`src/irm_pkg.sv`:
```
package irm_pkg;

    // operation codes
    localparam logic [4:0] OP_NOOP = 5'd0;
    localparam logic [4:0] OP_END  = 5'd1;
    localparam logic [4:0] OP_ADD  = 5'd2;
    localparam logic [4:0] OP_SUB  = 5'd3;
    localparam logic [4:0] OP_MUL  = 5'd4;
    localparam logic [4:0] OP_DIV  = 5'd5;
    localparam logic [4:0] OP_MOD  = 5'd6;
    localparam logic [4:0] OP_AND  = 5'd7;
    localparam logic [4:0] OP_OR   = 5'd8;
    localparam logic [4:0] OP_XOR  = 5'd9;
    localparam logic [4:0] OP_NOT  = 5'd10;
    localparam logic [4:0] OP_SHL  = 5'd11;
    localparam logic [4:0] OP_SHR  = 5'd12;
    localparam logic [4:0] OP_ISEQ = 5'd13;
    localparam logic [4:0] OP_ISGT = 5'd14;
    localparam logic [4:0] OP_ISGE = 5'd15;
    localparam logic [4:0] OP_GOTO = 5'd16;
    localparam logic [4:0] OP_IF   = 5'd17;
    localparam logic [4:0] OP_SET  = 5'd18;
    localparam logic [4:0] OP_LDI  = 5'd19;

    localparam logic [31:0] HALT_PC = 32'hFFFF_FFFF;

    typedef struct packed {
        logic [4:0]         operation;
        logic [4:0]         dest_reg;
        logic [4:0]         first_reg;
        logic [4:0]         second_reg;
        logic signed [31:0] immediate;
    } t_in_s;

    typedef struct packed {
        logic signed [31:0] next_pc;
        logic               wrote;
        logic signed [31:0] write_value;
        logic               halted;
        logic               fault;
    } t_out_s;

endpackage

```
`src/irm_ram.sv`:
```
module irm_ram #(
    parameter int WIDTH = 32,
    parameter int DEPTH = 32
) (
    input  logic                     i_clk,
    input  logic                     i_we,
    input  logic [$clog2(DEPTH)-1:0] i_waddr,
    input  logic [WIDTH-1:0]         i_wdata,
    input  logic                     i_re,
    input  logic [$clog2(DEPTH)-1:0] i_raddr,
    output logic [WIDTH-1:0]         o_rdata
);

    logic [WIDTH-1:0] r_mem [DEPTH];
    logic [WIDTH-1:0] r_rdata;

    // read during write to the same address returns the old word
    always_ff @(posedge i_clk) begin
        if (i_we) begin
            r_mem[i_waddr] <= i_wdata;
        end
        if (i_re) begin
            r_rdata <= r_mem[i_raddr];
        end
    end

    assign o_rdata = r_rdata;

endmodule

```
`src/int_register_machine_execute_unit.sv`:
```
// channel   signals                                      direction
// request   i_in_valid / o_in_ready / i_in_data        into the unit
// result    o_out_valid / i_out_ready / o_out_data     out of the unit
//
// Register file sits in two copies of a RAM with registered read, one per source.
// Simple operations: RAM read, then result register; one request per cycle while
// the output is free (execute write-back is forwarded to the read started with it).
// mul, div, mod (and shifts when DATA_WIDTH is not a power of two) run on one
// shared bit-serial unit, which takes no next request until its result is registered.
// Reset clears the counter and per-register valid bits; the RAMs are not swept.
// A full result register stalls execute and blocks further requests.
module int_register_machine_execute_unit #(
    parameter int NUM_REGS   = 32,
    parameter int DATA_WIDTH = 32
) (
    input  logic           i_clk,
    input  logic           i_rst_n,
    input  logic           i_in_valid,
    output logic           o_in_ready,
    input  irm_pkg::t_in_s i_in_data,
    output logic           o_out_valid,
    input  logic           i_out_ready,
    output irm_pkg::t_out_s o_out_data
);
    import irm_pkg::*;

    localparam int  DW   = DATA_WIDTH;
    localparam int  AW   = $clog2(NUM_REGS);
    localparam int  SW   = $clog2(DW);
    localparam int  CW   = $clog2(DW + 1);
    localparam bit  POW2 = ((DW & (DW - 1)) == 0);

    typedef enum logic [1:0] {S_IDLE, S_EXEC, S_ITER} t_state;

    t_state          r_state;
    logic [31:0]     r_pc;
    logic [NUM_REGS-1:0] r_vld;
    logic [4:0]      r_op;
    logic [AW-1:0]   r_dst;
    logic signed [31:0] r_imm;
    logic            r_vld1, r_vld2, r_fwd1, r_fwd2;
    logic [DW-1:0]   r_fwd_data;
    logic [DW-1:0]   r_acc, r_opa, r_opb, r_aval;
    logic [CW-1:0]   r_cnt;
    logic            r_neg_q, r_neg_r;
    t_out_s          r_out;
    logic            r_out_valid;

    logic [AW-1:0]   idx_mod [32];
    logic [AW-1:0]   s1_idx, s2_idx;
    logic [DW-1:0]   q1, q2, a, b, ma, mb, v;
    logic [DW-1:0]   sh_src, shl_v, shr_v;
    logic [SW-1:0]   sh_amt;
    logic [63:0]     imm64, v64;
    logic [31:0]     pc_inc, npc_seq, npc_tgt, npc;
    logic            wr, flt, go_iter, out_free, in_acc, finish, wr_en;
    logic [DW:0]     rem_sh, diff;
    t_out_s          res;

    // register index modulo NUM_REGS
    for (genvar g = 0; g < 32; g++) begin : g_mod
        assign idx_mod[g] = AW'(g % NUM_REGS);
    end

    assign s1_idx   = idx_mod[i_in_data.first_reg];
    assign s2_idx   = idx_mod[i_in_data.second_reg];
    assign out_free = !r_out_valid || i_out_ready;
    assign o_in_ready = out_free &&
                        (r_state == S_IDLE || (r_state == S_EXEC && !go_iter));
    assign in_acc   = i_in_valid && o_in_ready;
    assign finish   = out_free && ((r_state == S_EXEC && !go_iter) ||
                                   (r_state == S_ITER && r_cnt == '0));
    assign wr_en    = finish && wr;

    irm_ram #(.WIDTH(DW), .DEPTH(NUM_REGS)) u_ram_a (
        .i_clk   (i_clk),
        .i_we    (wr_en),
        .i_waddr (r_dst),
        .i_wdata (v),
        .i_re    (in_acc),
        .i_raddr (s1_idx),
        .o_rdata (q1)
    );

    irm_ram #(.WIDTH(DW), .DEPTH(NUM_REGS)) u_ram_b (
        .i_clk   (i_clk),
        .i_we    (wr_en),
        .i_waddr (r_dst),
        .i_wdata (v),
        .i_re    (in_acc),
        .i_raddr (s2_idx),
        .o_rdata (q2)
    );

    assign a = r_fwd1 ? r_fwd_data : (r_vld1 ? q1 : '0);
    assign b = r_fwd2 ? r_fwd_data : (r_vld2 ? q2 : '0);
    assign ma = a[DW-1] ? (~a + DW'(1)) : a;
    assign mb = b[DW-1] ? (~b + DW'(1)) : b;

    // shifter shared by the direct and the iterated paths
    assign sh_src = (r_state == S_ITER) ? r_aval : a;
    assign sh_amt = (r_state == S_ITER) ? r_acc[SW-1:0] : b[SW-1:0];
    assign shl_v  = sh_src << sh_amt;
    assign shr_v  = $signed(sh_src) >>> sh_amt;

    assign imm64   = 64'(r_imm);
    assign pc_inc  = r_pc + 32'd1;
    assign npc_seq = pc_inc[31] ? HALT_PC : pc_inc;
    assign npc_tgt = r_imm[31] ? HALT_PC : r_imm;

    // one restoring-division step
    assign rem_sh = {r_acc, r_opb[DW-1]};
    assign diff   = rem_sh - {1'b0, r_opa};

    always_comb begin
        v       = '0;
        wr      = 1'b0;
        flt     = 1'b0;
        npc     = npc_seq;
        go_iter = 1'b0;
        if (r_state == S_ITER) begin
            wr = 1'b1;
            case (r_op)
                OP_MUL:  v = r_acc;
                OP_DIV:  v = r_neg_q ? (~r_opb + DW'(1)) : r_opb;
                OP_MOD:  v = r_neg_r ? (~r_acc + DW'(1)) : r_acc;
                OP_SHL:  v = shl_v;
                default: v = shr_v;
            endcase
        end else if (r_pc[31]) begin
            npc = HALT_PC;
        end else begin
            case (r_op)
                OP_NOOP: ;
                OP_END:  npc = HALT_PC;
                OP_ADD:  begin v = a + b; wr = 1'b1; end
                OP_SUB:  begin v = a - b; wr = 1'b1; end
                OP_MUL:  go_iter = 1'b1;
                OP_DIV, OP_MOD: begin
                    if (b == '0) begin
                        flt = 1'b1;
                        npc = HALT_PC;
                    end else begin
                        go_iter = 1'b1;
                    end
                end
                OP_AND:  begin v = a & b; wr = 1'b1; end
                OP_OR:   begin v = a | b; wr = 1'b1; end
                OP_XOR:  begin v = a ^ b; wr = 1'b1; end
                OP_NOT:  begin v = ~a; wr = 1'b1; end
                OP_SHL:  begin v = shl_v; wr = POW2; go_iter = !POW2; end
                OP_SHR:  begin v = shr_v; wr = POW2; go_iter = !POW2; end
                OP_ISEQ: begin v = (a == b) ? DW'(1) : '0; wr = 1'b1; end
                OP_ISGT: begin v = ($signed(a) > $signed(b)) ? DW'(1) : '0; wr = 1'b1; end
                OP_ISGE: begin v = ($signed(a) >= $signed(b)) ? DW'(1) : '0; wr = 1'b1; end
                OP_GOTO: npc = npc_tgt;
                OP_IF:   if (a != '0) npc = npc_tgt;
                OP_SET:  begin v = a; wr = 1'b1; end
                OP_LDI:  begin v = imm64[DW-1:0]; wr = 1'b1; end
                default: begin flt = 1'b1; npc = HALT_PC; end
            endcase
        end
    end

    assign v64 = 64'(v);

    always_comb begin
        res.next_pc     = npc;
        res.wrote       = wr;
        res.write_value = wr ? v64[31:0] : '0;
        res.halted      = npc[31];
        res.fault       = flt;
    end

    always_ff @(posedge i_clk) begin
        if (!i_rst_n) begin
            r_state     <= S_IDLE;
            r_pc        <= '0;
            r_vld       <= '0;
            r_out_valid <= 1'b0;
            r_cnt       <= '0;
        end else begin
            if (in_acc) begin
                r_op       <= i_in_data.operation;
                r_dst      <= idx_mod[i_in_data.dest_reg];
                r_imm      <= i_in_data.immediate;
                r_vld1     <= r_vld[s1_idx];
                r_vld2     <= r_vld[s2_idx];
                r_fwd1     <= wr_en && (r_dst == s1_idx);
                r_fwd2     <= wr_en && (r_dst == s2_idx);
                r_fwd_data <= v;
            end

            if (wr_en) begin
                r_vld[r_dst] <= 1'b1;
            end

            if (finish) begin
                r_pc        <= npc;
                r_out       <= res;
                r_out_valid <= 1'b1;
            end else if (i_out_ready) begin
                r_out_valid <= 1'b0;
            end

            case (r_state)
                S_IDLE: begin
                    if (in_acc) r_state <= S_EXEC;
                end
                S_EXEC: begin
                    if (go_iter) begin
                        r_state <= S_ITER;
                        r_cnt   <= CW'(DW);
                        r_acc   <= '0;
                        r_aval  <= a;
                        r_neg_q <= a[DW-1] ^ b[DW-1];
                        r_neg_r <= a[DW-1];
                        if (r_op == OP_MUL) begin
                            r_opa <= a;
                            r_opb <= b;
                        end else if (r_op == OP_DIV || r_op == OP_MOD) begin
                            r_opa <= mb;
                            r_opb <= ma;
                        end else begin
                            // shift amount = b mod DATA_WIDTH via the divider
                            r_opa <= DW'(DW);
                            r_opb <= b;
                        end
                    end else if (out_free) begin
                        r_state <= in_acc ? S_EXEC : S_IDLE;
                    end
                end
                S_ITER: begin
                    if (r_cnt != '0) begin
                        r_cnt <= r_cnt - CW'(1);
                        if (r_op == OP_MUL) begin
                            if (r_opb[0]) r_acc <= r_acc + r_opa;
                            r_opa <= r_opa << 1;
                            r_opb <= r_opb >> 1;
                        end else begin
                            r_acc <= diff[DW] ? rem_sh[DW-1:0] : diff[DW-1:0];
                            r_opb <= {r_opb[DW-2:0], !diff[DW]};
                        end
                    end else if (out_free) begin
                        r_state <= S_IDLE;
                    end
                end
                default: r_state <= S_IDLE;
            endcase
        end
    end

    assign o_out_valid = r_out_valid;
    assign o_out_data  = r_out;

endmodule
```
`config.mk`:
```
export PLATFORM = sky130hd
export DESIGN_NAME = int_register_machine_execute_unit
export DESIGN_NICKNAME = d
export VERILOG_FILES = /design/src/irm_pkg.sv /design/src/irm_ram.sv /design/src/int_register_machine_execute_unit.sv
export SDC_FILE = /design/constraint.sdc
export NUM_CORES = 2
export LEC_CHECK = 0
export ABC_AREA = 0
export BUFFER_PORTS_ARGS = -buffer_cell sky130_fd_sc_hd__buf_4
export CAP_MARGIN = 20
export CORE_ASPECT_RATIO = 0.8
export CORE_MARGIN = 2
export CORE_UTILIZATION = 43
export DETAILED_ROUTE_END_ITERATION = 16
export PLACE_DENSITY_LB_ADDON = 0.08
export SLEW_MARGIN = 10
export SYNTH_ARGS = -nofsm -noshare
export SYNTH_HDL_FRONTEND = slang
export SYNTH_HIERARCHICAL = 1
export SYNTH_SLANG_ARGS = --single-unit
```
`constraint.sdc`:
```
create_clock -name i_clk -period 11 [get_ports i_clk]
set_input_delay 3.3 -clock i_clk [delete_from_list [all_inputs] [get_ports i_clk]]
set_output_delay 3.3 -clock i_clk [all_outputs]
set_load 0.05 [all_outputs]
```
==> results.json <==
{
  "tightest_slew_ns": 1.46,
  "crit_top_cell": "nor2_1",
  "clk_pin_slew_ns": 0.06,
  "stdcell_area_um2": 130000,
  "cap_violations": 1,
  "portBuffers": 124,
  "p_leak_nw": 45.7,
  "drive_gt1_frac": 0.113,
  "async_flop_share": 0,
  "gp_congestion": 1.08,
  "synth_xor_area_frac": 0.0181,
  "fmax_mhz": 119,
  "antenna_found_initial": 38,
  "cts_buffer_depth": 4,
  "cts_tree": "built",
  "die_area_um2": 274000,
  "hpwl_um": 283000,
  "maxSlewHeadroom": 0.00209,
  "wl_per_cell_um": 34.0,
  "ys_ff_latch": 2458,
  "first_pass_iters": 8,
  "hp-start": "r_vld[12]",
  "whs_endpoint": "r_vld[12]",
  "crit_family": "simple AND/OR/NAND/NOR gates",
  "crit_chain": "buf_4, nor2b_2, a22oi_2, inv_2, nor4_4, nand3_1, nor2_1, o21a_1, nor2_1, nor2_1, nor2_1, nor2_1, buf_4",
  "core_um2": 268000,
  "dp_slack_ns": 3.52,
  "outcome": "finished with violations",
  "synth_adder_area_share": 0.0152,
  "synthMuxAreaShare": 0.106,
  "cts_root_buffer": "clkbuf_16",
  "yosysSeqAreaShare": 0.631,
  "synth.top_cell.area_share": 0.618,
  "syn_inst": 8716,
  "arrival_ns": 5.13,
  "slowest_delay_ns": 0.80,
  "final_core_util": 0.485,
  "synth_edf_count": 2385,
  "rr_startpoint": "r_fwd2",
  "htreeDepth": 5,
  "synth-simple-area-share": 0.0805,
  "postPlaceCellArea_um2": 122000,
  "r2r-end": "u_ram_b/r_mem[5][0]",
  "yosysUniqueCellTypes": 120,
  "critical_path_class": "flip-flop to output port",
  "vias": 79100,
  "place_inst": 12100,
  "final-hold-violation-count": 0,
  "hold_depth": 2,
  "timing.final.crit_share": 0.767,
  "synth_compound_area_frac": 0.120,
  "clock_skew_ns": 0.0561,
  "die_x_um": 584,
  "cts_setup_buffers": 0,
  "avgSynthCellArea_um2": 13.3,
  "setup_slack_ns": 2.57,
  "fillers": 23500,
  "grt_max_degree": 139,
  "chipHeight_um": 468,
  "r2r_setup_slack_ns": 3.02,
  "initial_core_util": 0.432,
  "synthTopCellsByArea": "edfxtp_1, mux2i_1, a21oi_1",
  "rows": 170,
  "final_antenna_net_count": 0,
  "postCtsHoldBufs": 0,
  "cts_resized": 0,
  "reg2reg_depth": 15,
  "irDropWorstVdd_mv": 0.162,
  "rsz0062_at_grt": "no",
  "clock-sinks": 2458,
  "area_delta_synth_final_pct": 12.3,
  "routed_wl_um": 427000,
  "mostFrequentLayoutCells": "edfxtp_1, mux2i_1, nand2_1, a21oi_1, buf_4",
  "overflow": 0,
  "slowest_stage": "edfxtp_1",
  "yosysWarnings": 6,
  "required_ns": 7.70,
  "mostFrequentLayoutCell": "edfxtp_1",
  "drt_iter0_drc": 10300,
  "grt_first_pass_wirelength_um": 587000,
  "nets": 9017,
  "drc": 0,
  "viasPerCell": 6.30,
  "fin_tns_setup_ns": 0,
  "drv_slew": 0,
  "clk_latency_ns": 0.86,
  "grt_usage": 0.304,
  "io_pins": 125,
  "yosysTopAreaCell": "edfxtp_1",
  "syn-num-nets": 8911,
  "violations": "max-capacitance violations",
  "crit_fanout": 53,
  "final-instance-count-excl-fill": 12600,
  "end_kind": "output port",
  "grt_pass1_vias": 73000,
  "crit_path_start_kind": "flip-flop",
  "syn-cell-area_um2": 116000,
  "holdCritPathClass": "flip-flop to flip-flop",
  "power.density_nw_per_um2": 173,
  "cts_made_buffers": 266,
  "ys.flop_type": "edfxtp_1",
  "period_needed_ns": 8.43,
  "setup_viol_count_final": 0,
  "cp_num_buf_inv": 3,
  "synth_top_family_by_area": "compound AO/OA/AOI/OAI gates"
}
[cells in the mapped netlist (all sizes together), types with 27 or more instances]
cell / number
a211oi: 60
a21o: 62
a21oi: 517
a221oi: 58
a22o: 137
a22oi: 232
a31oi: 130
and2: 64
and3: 30
buf: 257
clkbuf: 289
dfxtp: 73
edfxtp: 2385
ha: 136
inv: 154
mux2i: 1143
nand2: 654
nand2b: 47
nand3: 300
nand3b: 66
nand4: 33
nor2: 375
nor2b: 46
nor3: 169
nor4: 30
o211ai: 46
o21a: 29
o21ai: 384
o221ai: 37
o22ai: 45
o31ai: 52
or3: 27
xnor2: 160
xor2: 79
[worst max path at each step]
stage / startpoint / to / cells past startpoint
after floorplan: i_rst_n / r_dst[0] / 3
after global placement: r_fwd2 / u_ram_b/r_mem[4][0] / 15
after detailed placement: i_out_ready / o_in_ready / 4
after CTS: r_fwd2 / o_in_ready / 14
after global routing: r_fwd2 / o_in_ready / 14
final: r_fwd2 / o_in_ready / 13
[registers in the layout, indices dropped and copies added, names as in the netlist, 6 cells and up]
| signal | count |
|---|---|
| r_acc | 32 |
| r_cnt | 6 |
| r_imm | 32 |
| r_fwd_data | 32 |
| u_ram_b/r_mem | 1024 |
| r_pc | 32 |
| o_out_data | 66 |
| r_vld | 32 |
| r_opb | 32 |
| u_ram_a/o_rdata | 32 |
| u_ram_a/r_mem | 1024 |
| u_ram_b/o_rdata | 32 |
| r_opa | 32 |
| r_aval | 32 |
[routing by layer]
metal  share of wire  vias to the layer above  global-route usage
met3            0.10                      656              0.0900
met1            0.45                    40500               0.446
met4           0.034                       26              0.0934
li1                -                    34200                   -
met2            0.41                     3770               0.431
met5          0.0014                        -              0.0117
[report_power, final]
part / switching, mW / internal (mW) / leakage, nW
clock: 3.69 / 4.98 / 4.04
sequential: 0.189 / 10.6 / 22.2
combinational: 2.27 / 0.857 / 19.4
[per-stage QoR]
stage,total power [mW],hold slack [ns]
final,22.5,0.458
after CTS,22.6,0.464
after global placement,13.9,0.443
after floorplan,12.6,0.433
after detailed placement,13.9,0.455
after global routing,23.2,0.481
[logic make-up after synthesis]
group	after synthesis
muxes	1189
AOI/OAI and AO/OA	2056
and+or+nand+nor	1928
adders and majority gates	139
buffers and inverters	707
DFF	2458
xor gates and xnor gates	239
[final cells by class]
type                            count  area [um^2]  share of cell area
Sequential cell                  2458        73100               0.562
Multi-Input combinational cell   5551        40400               0.310
Clock buffer                      337         7220              0.0555
Tap cell                         3526         4410              0.0339
Timing Repair Buffer              384         3300              0.0254
Clock inverter                    128         1050             0.00805
Inverter                          161          607             0.00467
Antenna cell                       20         50.0            0.000385
[worst reg2reg max path: stages, from the launching register on]
cell,delay (ns)
edfxtp_1,0.80
buf_4,0.67
nor2b_2,0.35
buf_4,0.29
a22oi_1,0.74
ha_1,0.71
nand3b_1,0.31
nor4_1,0.78
nand2_1,0.12
nor3_1,0.66
buf_4,0.29
a21oi_1,0.08
o211ai_1,0.60
a211oi_1,0.36
nand2_2,0.13
buf_4,0.67
No activity file was read; power rests on OpenSTA's default activity.
